### src/hdl/smbe_pkg.sv
// Shared types and constants for the SPI mode 0 byte engine.
`timescale 1ns / 1ps

package smbe_pkg;

    localparam int CMD_DEPTH = 4;
    localparam int CMD_PTR_W = 2;
    localparam int CMD_CNT_W = 3;
    localparam int RES_DEPTH = 2;
    localparam int RES_PTR_W = 1;
    localparam int RES_CNT_W = 2;

    localparam logic OP_TICK  = 1'b0;
    localparam logic OP_START = 1'b1;

    localparam logic [1:0] KIND_WRITE = 2'd0;
    localparam logic [1:0] KIND_READ  = 2'd1;

    localparam logic [7:0] BYTE_MSB   = 8'h80;
    localparam logic [7:0] BYTE_LSB   = 8'h01;
    localparam logic [7:0] RX_INIT    = 8'hFF;
    localparam logic [7:0] HALF_INIT  = 8'd1;
    localparam logic [7:0] TICK_MAX   = 8'hFF;
    localparam logic [3:0] BITS_BYTE  = 4'd8;

    localparam int APB_ADDR_W = 3;
    localparam int APB_DATA_W = 32;
    localparam logic REG_HALF_PERIOD = 1'b0;

    // One classified request on its way from the front to the engine.
    typedef struct packed {
        logic       is_start;
        logic       do_write;
        logic       do_read;
        logic [7:0] tx_byte;
        logic       assert_cs;
        logic       release_cs;
        logic       miso;
    } cmd_t;

    // One result: pin levels and status after a request.
    typedef struct packed {
        logic       sck;
        logic       mosi;
        logic       cs_n;
        logic       busy;
        logic       rx_valid;
        logic [7:0] rx_byte;
        logic       start_rejected;
    } res_t;

endpackage

### src/hdl/smbe_front.sv
// Front end: takes requests, classifies them and holds them in a short queue.
`timescale 1ns / 1ps

module smbe_front (
    input  logic             clk,
    input  logic             rst_n,
    input  logic             push,
    output logic             full,
    input  logic             opcode,
    input  logic [1:0]       transfer_kind,
    input  logic [7:0]       tx_byte,
    input  logic             assert_cs,
    input  logic             release_cs,
    input  logic             miso,
    output logic             cmd_valid,
    output smbe_pkg::cmd_t   cmd,
    input  logic             cmd_take
);
    import smbe_pkg::*;

    cmd_t                 queue_reg [CMD_DEPTH];
    logic [CMD_PTR_W-1:0] wr_ptr_reg;
    logic [CMD_PTR_W-1:0] rd_ptr_reg;
    logic [CMD_CNT_W-1:0] count_reg;
    logic [CMD_CNT_W-1:0] count_next;
    logic                 accept;
    cmd_t                 classified;

    assign full      = (count_reg == CMD_CNT_W'(CMD_DEPTH));
    assign accept    = push && !full;
    assign cmd_valid = (count_reg != '0);
    assign cmd       = queue_reg[rd_ptr_reg];

    // Kind three behaves as write and read, which the two flags give directly.
    always_comb
    begin
        classified.is_start   = (opcode == OP_START);
        classified.do_write   = (transfer_kind != KIND_READ);
        classified.do_read    = (transfer_kind != KIND_WRITE);
        classified.tx_byte    = tx_byte;
        classified.assert_cs  = assert_cs;
        classified.release_cs = release_cs;
        classified.miso       = miso;
    end

    always_comb
    begin
        count_next = count_reg;
        if (accept && !cmd_take)
        begin
            count_next = count_reg + 1'b1;
        end
        else if (!accept && cmd_take)
        begin
            count_next = count_reg - 1'b1;
        end
    end

    always_ff @(posedge clk)
    begin
        if (accept)
        begin
            queue_reg[wr_ptr_reg] <= classified;
        end
    end

    always_ff @(posedge clk or negedge rst_n)
    begin
        if (!rst_n)
        begin
            wr_ptr_reg <= '0;
            rd_ptr_reg <= '0;
            count_reg  <= '0;
        end
        else
        begin
            if (accept)
            begin
                wr_ptr_reg <= wr_ptr_reg + 1'b1;
            end
            if (cmd_take)
            begin
                rd_ptr_reg <= rd_ptr_reg + 1'b1;
            end
            count_reg <= count_next;
        end
    end

endmodule

### src/hdl/smbe_engine.sv
// Back end: SPI bit timing and shifting, plus the result queue.
`timescale 1ns / 1ps

module smbe_engine (
    input  logic             clk,
    input  logic             rst_n,
    input  logic [7:0]       half_period,
    input  logic             cmd_valid,
    input  smbe_pkg::cmd_t   cmd,
    output logic             cmd_take,
    output logic             empty,
    input  logic             pop,
    output smbe_pkg::res_t   res
);
    import smbe_pkg::*;

    logic       sck_reg,         sck_next;
    logic       mosi_reg,        mosi_next;
    logic       cs_reg,          cs_next;
    logic       active_reg,      active_next;
    logic       wr_reg,          wr_next;
    logic       rd_reg,          rd_next;
    logic [7:0] tx_shift_reg,    tx_shift_next;
    logic [7:0] rx_shift_reg,    rx_shift_next;
    logic [3:0] bits_left_reg,   bits_left_next;
    logic       second_half_reg, second_half_next;
    logic [7:0] tick_count_reg,  tick_count_next;
    logic       release_reg,     release_next;

    logic [7:0] limit;
    logic [8:0] tick_inc;
    logic       half_done;
    logic [3:0] bits_dec;
    logic [7:0] rx_sampled;
    res_t       res_next;

    res_t                 res_q_reg [RES_DEPTH];
    logic [RES_PTR_W-1:0] res_wr_reg;
    logic [RES_PTR_W-1:0] res_rd_reg;
    logic [RES_CNT_W-1:0] res_count_reg;
    logic [RES_CNT_W-1:0] res_count_next;
    logic                 res_pop;

    assign res_pop  = pop && !empty;
    assign empty    = (res_count_reg == '0);
    assign res      = res_q_reg[res_rd_reg];
    assign cmd_take = cmd_valid && (res_count_reg != RES_CNT_W'(RES_DEPTH));

    assign limit      = (half_period == 8'd0) ? HALF_INIT : half_period;
    assign tick_inc   = {1'b0, tick_count_reg} + 9'd1;
    assign half_done  = (tick_count_reg == TICK_MAX) || (tick_inc >= {1'b0, limit});
    assign bits_dec   = bits_left_reg - 1'b1;
    assign rx_sampled = {rx_shift_reg[6:0], 1'b0} | (cmd.miso ? BYTE_LSB : 8'h00);

    always_comb
    begin
        sck_next         = sck_reg;
        mosi_next        = mosi_reg;
        cs_next          = cs_reg;
        active_next      = active_reg;
        wr_next          = wr_reg;
        rd_next          = rd_reg;
        tx_shift_next    = tx_shift_reg;
        rx_shift_next    = rx_shift_reg;
        bits_left_next   = bits_left_reg;
        second_half_next = second_half_reg;
        tick_count_next  = tick_count_reg;
        release_next     = release_reg;
        res_next.rx_valid       = 1'b0;
        res_next.rx_byte        = 8'h00;
        res_next.start_rejected = 1'b0;

        if (cmd.is_start)
        begin
            if (active_reg)
            begin
                res_next.start_rejected = 1'b1;
            end
            else
            begin
                if (cmd.assert_cs)
                begin
                    cs_next = 1'b0;
                end
                wr_next          = cmd.do_write;
                rd_next          = cmd.do_read;
                release_next     = cmd.release_cs;
                rx_shift_next    = RX_INIT;
                bits_left_next   = BITS_BYTE;
                active_next      = 1'b1;
                sck_next         = 1'b0;
                second_half_next = 1'b0;
                tick_count_next  = 8'd0;
                tx_shift_next    = cmd.tx_byte;
                if (cmd.do_write)
                begin
                    mosi_next     = ((cmd.tx_byte & BYTE_MSB) != 8'h00);
                    tx_shift_next = {cmd.tx_byte[6:0], 1'b0};
                end
            end
        end
        else if (active_reg)
        begin
            if (!half_done)
            begin
                tick_count_next = tick_inc[7:0];
            end
            else if (!second_half_reg)
            begin
                sck_next         = 1'b1;
                second_half_next = 1'b1;
                tick_count_next  = 8'd0;
            end
            else
            begin
                // End of a bit: sample MISO, then start the next bit or finish.
                rx_shift_next    = rx_sampled;
                bits_left_next   = bits_dec;
                sck_next         = 1'b0;
                second_half_next = 1'b0;
                tick_count_next  = 8'd0;
                if (bits_dec != 4'd0)
                begin
                    if (wr_reg)
                    begin
                        mosi_next     = ((tx_shift_reg & BYTE_MSB) != 8'h00);
                        tx_shift_next = {tx_shift_reg[6:0], 1'b0};
                    end
                end
                else
                begin
                    active_next  = 1'b0;
                    release_next = 1'b0;
                    if (release_reg)
                    begin
                        cs_next = 1'b1;
                    end
                    if (rd_reg)
                    begin
                        res_next.rx_valid = 1'b1;
                        res_next.rx_byte  = rx_sampled;
                    end
                end
            end
        end

        res_next.sck  = sck_next;
        res_next.mosi = mosi_next;
        res_next.cs_n = cs_next;
        res_next.busy = active_next;
    end

    always_comb
    begin
        res_count_next = res_count_reg;
        if (cmd_take && !res_pop)
        begin
            res_count_next = res_count_reg + 1'b1;
        end
        else if (!cmd_take && res_pop)
        begin
            res_count_next = res_count_reg - 1'b1;
        end
    end

    always_ff @(posedge clk)
    begin
        if (cmd_take)
        begin
            res_q_reg[res_wr_reg] <= res_next;
        end
    end

    always_ff @(posedge clk or negedge rst_n)
    begin
        if (!rst_n)
        begin
            sck_reg         <= 1'b0;
            mosi_reg        <= 1'b0;
            cs_reg          <= 1'b1;
            active_reg      <= 1'b0;
            wr_reg          <= 1'b1;
            rd_reg          <= 1'b0;
            tx_shift_reg    <= 8'h00;
            rx_shift_reg    <= RX_INIT;
            bits_left_reg   <= 4'd0;
            second_half_reg <= 1'b0;
            tick_count_reg  <= 8'd0;
            release_reg     <= 1'b0;
            res_wr_reg      <= '0;
            res_rd_reg      <= '0;
            res_count_reg   <= '0;
        end
        else
        begin
            if (cmd_take)
            begin
                sck_reg         <= sck_next;
                mosi_reg        <= mosi_next;
                cs_reg          <= cs_next;
                active_reg      <= active_next;
                wr_reg          <= wr_next;
                rd_reg          <= rd_next;
                tx_shift_reg    <= tx_shift_next;
                rx_shift_reg    <= rx_shift_next;
                bits_left_reg   <= bits_left_next;
                second_half_reg <= second_half_next;
                tick_count_reg  <= tick_count_next;
                release_reg     <= release_next;
                res_wr_reg      <= res_wr_reg + 1'b1;
            end
            if (res_pop)
            begin
                res_rd_reg <= res_rd_reg + 1'b1;
            end
            res_count_reg <= res_count_next;
        end
    end

endmodule

### src/hdl/spi_master_byte_engine.sv
// Top level of the SPI mode 0 byte engine: register port, front, engine, checks.
//
//   Channel   Dir  Handshake               Carries
//   request   in   push / full             opcode, transfer_kind, tx_byte, assert_cs,
//                                          release_cs, miso
//   result    out  empty / pop             sck, mosi, cs_n, busy_res, rx_valid, rx_byte,
//                                          start_rejected
//   config    in   psel/penable/pwrite     half_period_ticks at byte address 0
//
// One request is taken every clock while one waits and the result queue has room;
// the engine updates its SPI state as it takes each request and writes the result
// into the result queue, from which it can be popped.
// Reset leaves chip select high, SCK and MOSI low, and the half period at one tick.
// A stalled result side fills the two-entry result queue, then the four-entry
// request queue, and only then raises full.
`timescale 1ns / 1ps

module spi_master_byte_engine (
    input  logic                              clk,
    input  logic                              rst_n,
    input  logic                              psel,
    input  logic                              penable,
    input  logic                              pwrite,
    input  logic [smbe_pkg::APB_ADDR_W-1:0]   paddr,
    input  logic [smbe_pkg::APB_DATA_W-1:0]   pwdata,
    output logic [smbe_pkg::APB_DATA_W-1:0]   prdata,
    output logic                              pready,
    input  logic                              push,
    output logic                              full,
    input  logic                              opcode,
    input  logic [1:0]                        transfer_kind,
    input  logic [7:0]                        tx_byte,
    input  logic                              assert_cs,
    input  logic                              release_cs,
    input  logic                              miso,
    output logic                              empty,
    input  logic                              pop,
    output logic                              sck,
    output logic                              mosi,
    output logic                              cs_n,
    output logic                              busy_res,
    output logic                              rx_valid,
    output logic [7:0]                        rx_byte,
    output logic                              start_rejected
);
    import smbe_pkg::*;

    logic [7:0] half_period_reg;
    logic       reg_index;
    logic       cfg_write;
    logic       cmd_valid;
    logic       cmd_take;
    cmd_t       cmd;
    res_t       res;

    // Registers sit on 4-byte boundaries; the low address bits are ignored.
    assign reg_index = paddr[APB_ADDR_W-1];
    assign cfg_write = psel && penable && pwrite && pready;
    assign pready    = 1'b1;
    assign prdata    = (reg_index == REG_HALF_PERIOD)
                     ? {{(APB_DATA_W-8){1'b0}}, half_period_reg}
                     : '0;

    always_ff @(posedge clk or negedge rst_n)
    begin
        if (!rst_n)
        begin
            half_period_reg <= HALF_INIT;
        end
        else if (cfg_write && (reg_index == REG_HALF_PERIOD))
        begin
            half_period_reg <= pwdata[7:0];
        end
    end

    smbe_front u_front (
        .clk           (clk),
        .rst_n         (rst_n),
        .push          (push),
        .full          (full),
        .opcode        (opcode),
        .transfer_kind (transfer_kind),
        .tx_byte       (tx_byte),
        .assert_cs     (assert_cs),
        .release_cs    (release_cs),
        .miso          (miso),
        .cmd_valid     (cmd_valid),
        .cmd           (cmd),
        .cmd_take      (cmd_take)
    );

    smbe_engine u_engine (
        .clk         (clk),
        .rst_n       (rst_n),
        .half_period (half_period_reg),
        .cmd_valid   (cmd_valid),
        .cmd         (cmd),
        .cmd_take    (cmd_take),
        .empty       (empty),
        .pop         (pop),
        .res         (res)
    );

    assign sck            = res.sck;
    assign mosi           = res.mosi;
    assign cs_n           = res.cs_n;
    assign busy_res       = res.busy;
    assign rx_valid       = res.rx_valid;
    assign rx_byte        = res.rx_byte;
    assign start_rejected = res.start_rejected;

    // A finished read byte always ends the transfer.
    a_rx_ends_transfer: assert property (@(posedge clk) disable iff (!rst_n)
        (!empty && rx_valid) |-> !busy_res)
        else $error("received byte reported while still busy");

    // A start is only turned away while a transfer is running, and that transfer goes on.
    a_reject_when_busy: assert property (@(posedge clk) disable iff (!rst_n)
        (!empty && start_rejected) |-> (busy_res && !rx_valid))
        else $error("start rejected while idle");

    // The received byte reads as zero unless a read just finished.
    a_rx_byte_quiet: assert property (@(posedge clk) disable iff (!rst_n)
        (!empty && !rx_valid) |-> (rx_byte == 8'h00))
        else $error("received byte not cleared");

    // The engine never takes a request when the front queue is empty.
    a_take_needs_cmd: assert property (@(posedge clk) disable iff (!rst_n)
        cmd_take |-> cmd_valid)
        else $error("engine took a request from an empty queue");

endmodule

### config.mk
export PLATFORM = sky130hd
export DESIGN_NAME = spi_master_byte_engine
export DESIGN_NICKNAME = d
export VERILOG_FILES = /design/src/hdl/smbe_pkg.sv /design/src/hdl/smbe_front.sv /design/src/hdl/smbe_engine.sv /design/src/hdl/spi_master_byte_engine.sv
export SDC_FILE = /design/constraint.sdc
export NUM_CORES = 1
export LEC_CHECK = 0
export ABC_AREA = 0
export CAP_MARGIN = 20
export CORE_UTILIZATION = 45
export DETAILED_ROUTE_END_ITERATION = 10
export DONT_BUFFER_PORTS = 1
export GPL_ROUTABILITY_DRIVEN = 0
export PLACE_DENSITY = 0.68
export SLEW_MARGIN = 20
export SYNTH_ARGS = -nofsm -noshare
export SYNTH_HDL_FRONTEND = slang
export SYNTH_SLANG_ARGS = --single-unit
export TNS_END_PERCENT = 30
### constraint.sdc
create_clock -name clk -period 3.7 [get_ports clk]
set_input_delay 0.185 -clock clk [delete_from_list [all_inputs] [get_ports clk]]
set_output_delay 0.185 -clock clk [all_outputs]
set_load 0.05 [all_outputs]
==> run_results.csv <==
group,metric,value,unit
global_routing,grt_max_degree,55,
global_routing,grt.total_usage,16.4,%
sta,slew_viol_final,0,
floorplanning,die_w,121,um
synth,yosysTopAreaCell,"edfxtp_1",
worst_setup_path,crit_type,"reg2reg",
layout,multi_input_area,0.00221,mm^2
worst_setup_path,critPathBufInv,0,
synth,synth.top_cell.area_share,39.7,%
sta,hold_violations,0,
synth,syn_inst,447,
power_and_ir_drop,ir_drop,0.388,mV
layout,nNetsFinal,553,
worst_setup_path,r2r_cells,11,
worst_setup_path,path_delay_family,"compound AO/OA/AOI/OAI gates",
detailed_routing,dr.first_iter.drc_count,194,
power_and_ir_drop,p_leak,2.81,nW
worst_setup_path,cp-start-kind,"register",
synth,synthFlopType,"edfxtp_1",
layout,drive_gt1_share,21.2,%
clock_tree,tritoncts,"yes",
detailed_routing,wl_per_cell,16.3,um
synth,ys_seq_area_share,61.1,%
power_and_ir_drop,combPwrFrac,35.3,%
flow_run,max_cap_violations,0,
sta,period_share,84.4,%
sta,fin_skew,0.00722,ns
layout,nFillCells,1098,
global_routing,grt_pass1_wl,18100,um
sta,max_freq,0.320,GHz
sta,setup_viol,0,
layout,largest_reg_flops,56,
floorplanning,die_y,121,um
worst_setup_path,path_cells,"ha_1 > and4_1 > nand2_1 > xnor2_1 > ha_1 > a21oi_1 > nand2_1 > a21oi_4 > nand2_1 > a311oi_1 > a311o_1",
synth,syn-cell-area,0.00636,mm^2
clock_tree,cts_buffer_depth,2,
min_path,min_to,"u_front.queue_reg[0][12]",
synth,ys_warn_count,0,
worst_setup_path,rrSetupSlack,0.58,ns
clock_tree,clockRootBuffer,"clkbuf_16",
layout,diodes,0,
clock_tree,cts_made_buffers,17,
clock_tree,clock_sinks,138,
min_path,hp-class,"in2reg",
global_routing,grt_antenna_before_repair,0,
power_and_ir_drop,p_per_area,867,mW/mm^2
floorplanning,start_util,46.0,%
detailed_routing,antenna_left,0,
layout,syn_to_final_growth,15.1,%
floorplanning,floorplan.core_area,0.0138,mm^2
sta,rsz0062_at_grt,"no",
layout,instances_no_fill,670,
floorplanning,fp-row-count,43,
power_and_ir_drop,p_switching,2.29,mW
detailed_routing,vias,3593,
synth,async_flop_share,39.1,%
synth,synth_seq_cells,138,
detailed_routing,viasPerCell,5.36,
worst_setup_path,path_max_fanout,6,
floorplanning,pin_count,105,
global_routing,grt-ovfl-total,0,
global_routing,first_global_vias,3670,
detailed_routing,dr.pass1.iters,4,
detailed_routing,drc,0,
worst_setup_path,worstSetupEndpointType,"register",
status,outcome,"complete, no violations",
worst_setup_path,cp_data_required_time,3.95,ns
place,port_buffers,0,
place,hpwl,7100,um
worst_setup_path,cp_common_cell,"nand2_1",
sta,slew_headroom,37.8,%
worst_setup_path,r2r_start,"u_engine.tick_count_reg[0]",
clock_tree,post_cts_buffers,0,
sta,worst_slew_pin_slew,0.932,ns
layout,regArea,0.00389,mm^2
synth,synth_edf_count,84,
power_and_ir_drop,power_switching_share,36.2,%
floorplanning,dieArea,0.0146,mm^2
worst_setup_path,critPathArrivalTime,3.37,ns
power_and_ir_drop,pwr-share-seq,37.2,%
layout,mostFrequentLayoutCells,"84 x edfxtp_1, 44 x dfrtp_1, 25 x mux2_2, 25 x conb_1, 24 x dlygate4sd3_1",
worst_setup_path,worst_path_max_delay_cell,"dfrtp_1",
sta,finalSetupTns,0,ns
worst_setup_path,r2r_end,"u_engine.res_q_reg[0][12]",
worst_setup_path,critical_path.max_stage_delay,0.43,ns
worst_setup_path,startpoint,"u_engine.tick_count_reg[0]",
sta,fin_crit,3.12,ns
synth,synth_cell_types,61,
min_path,hp-start,"transfer_kind[0]",
layout,layout.cells.most_common,"edfxtp_1",
clock_tree,clk_pin_slew,0.06,ns
power_and_ir_drop,p_int,4.05,mW
power_and_ir_drop,p_clk_share,27.5,%
clock_tree,h-tree-depth,4,
clock_tree,insertion_delay,0.41,ns
min_path,hold_path_depth,1,
place,place_inst,613,
detailed_routing,routed_wl,10900,um
synth,synth.top_cells.by_area,"edfxtp_1 40%, dfrtp_1 17%, mux4_2 4.6%",
synth,avgSynthCellArea,14.2,um^2
layer usage:
layer	global-route usage [%]	routed length [um]	vias up
met4	6.94	204	0
met3	4.18	440	15
met5	0	0	-
met1	20.1	4590	1806
met2	27.4	5660	92
li1	-	-	1680
kinds of logic after synthesis:
| kind of cell | after synthesis | synth area share (%) |
|---|---|---|
| adder cells (fa/ha/maj) | 20 | 4.05 |
| AO/OA/AOI/OAI | 68 | 8.64 |
| XOR/XNOR | 17 | 2.34 |
| AND/OR/NAND/NOR | 92 | 7.62 |
| flip-flops | 138 | 61.1 |
| buffers and inverters | 62 | 5.49 |
| multiplexers | 48 | 10.6 |
| other | 2 | 0.118 |
power by group through the flow:
stage               sequential (mW)  combinational [mW]  clock (mW)
global placement               2.36                2.15           0
global route                   2.41                2.44        1.84
finish                         2.36                2.24        1.74
floorplan                      2.29                1.92           0
CTS                            2.36                2.27        1.77
detailed placement             2.39                2.22           0
cell usage after synthesis (all sizes together) (4+ instances only):
master and n:
a32o 5, inv 19, edfxtp 84, nor2b 4, xor2 6, dfstp 10
mux2 25, xnor2 11, and2 14, a21oi 10, o22a 7, and3 5
mux2i 10, ha 19, o221a 7, buf 36, dfrtp 44, clkbuf 6
nand2 23, nor3 6, nand3 9, nor2 17, o21ai 13, mux4 13
layout make-up:
cell class,instances,area share [%]
Sequential cell,138,53.1
Clock inverter,12,2.36
Timing Repair Buffer,30,4.17
Inverter,20,1.03
Multi-Input combinational cell,270,30.3
Tap cell,180,3.08
Clock buffer,20,5.97
per-stage QoR:
stage                     power (mW)  hold slack (ns)  utilization (%)  setup slack (ns)  cell area, um^2
after floorplan                 4.21           -0.111                -             0.707             6440
after global placement          4.51           -0.110             46.6             0.654             6440
after detailed placement        4.61           -0.110             46.6             0.617             6440
after CTS                       6.40           0.0116             52.9             0.564             7310
after global routing            6.69           0.0427             52.9             0.366             7310
final                           6.34           0.0232             52.9             0.576             7310
worst max path at each step:
stage | slack [ns] | endpoint | cells after the start
3_5_place_dp | 0.62 | u_engine.res_q_reg[0][8] | 12
6_report | 0.58 | u_engine.res_q_reg[0][12] | 11
4_1_cts | 0.56 | u_engine.res_q_reg[0][8] | 12
3_3_place_gp | 0.65 | u_engine.res_q_reg[1][5] | 12
2_1_floorplan | 0.71 | u_front.count_reg[1] | 7
5_1_grt | 0.37 | u_engine.res_q_reg[0][8] | 11
timing repair:
action / 4_1_cts / 5_1_grt
hold buffers: 25 / 0
gates resized for setup: 0 / 0
hold endpoints to repair: 115 / 0
Power figures use the tool's default switching activity.
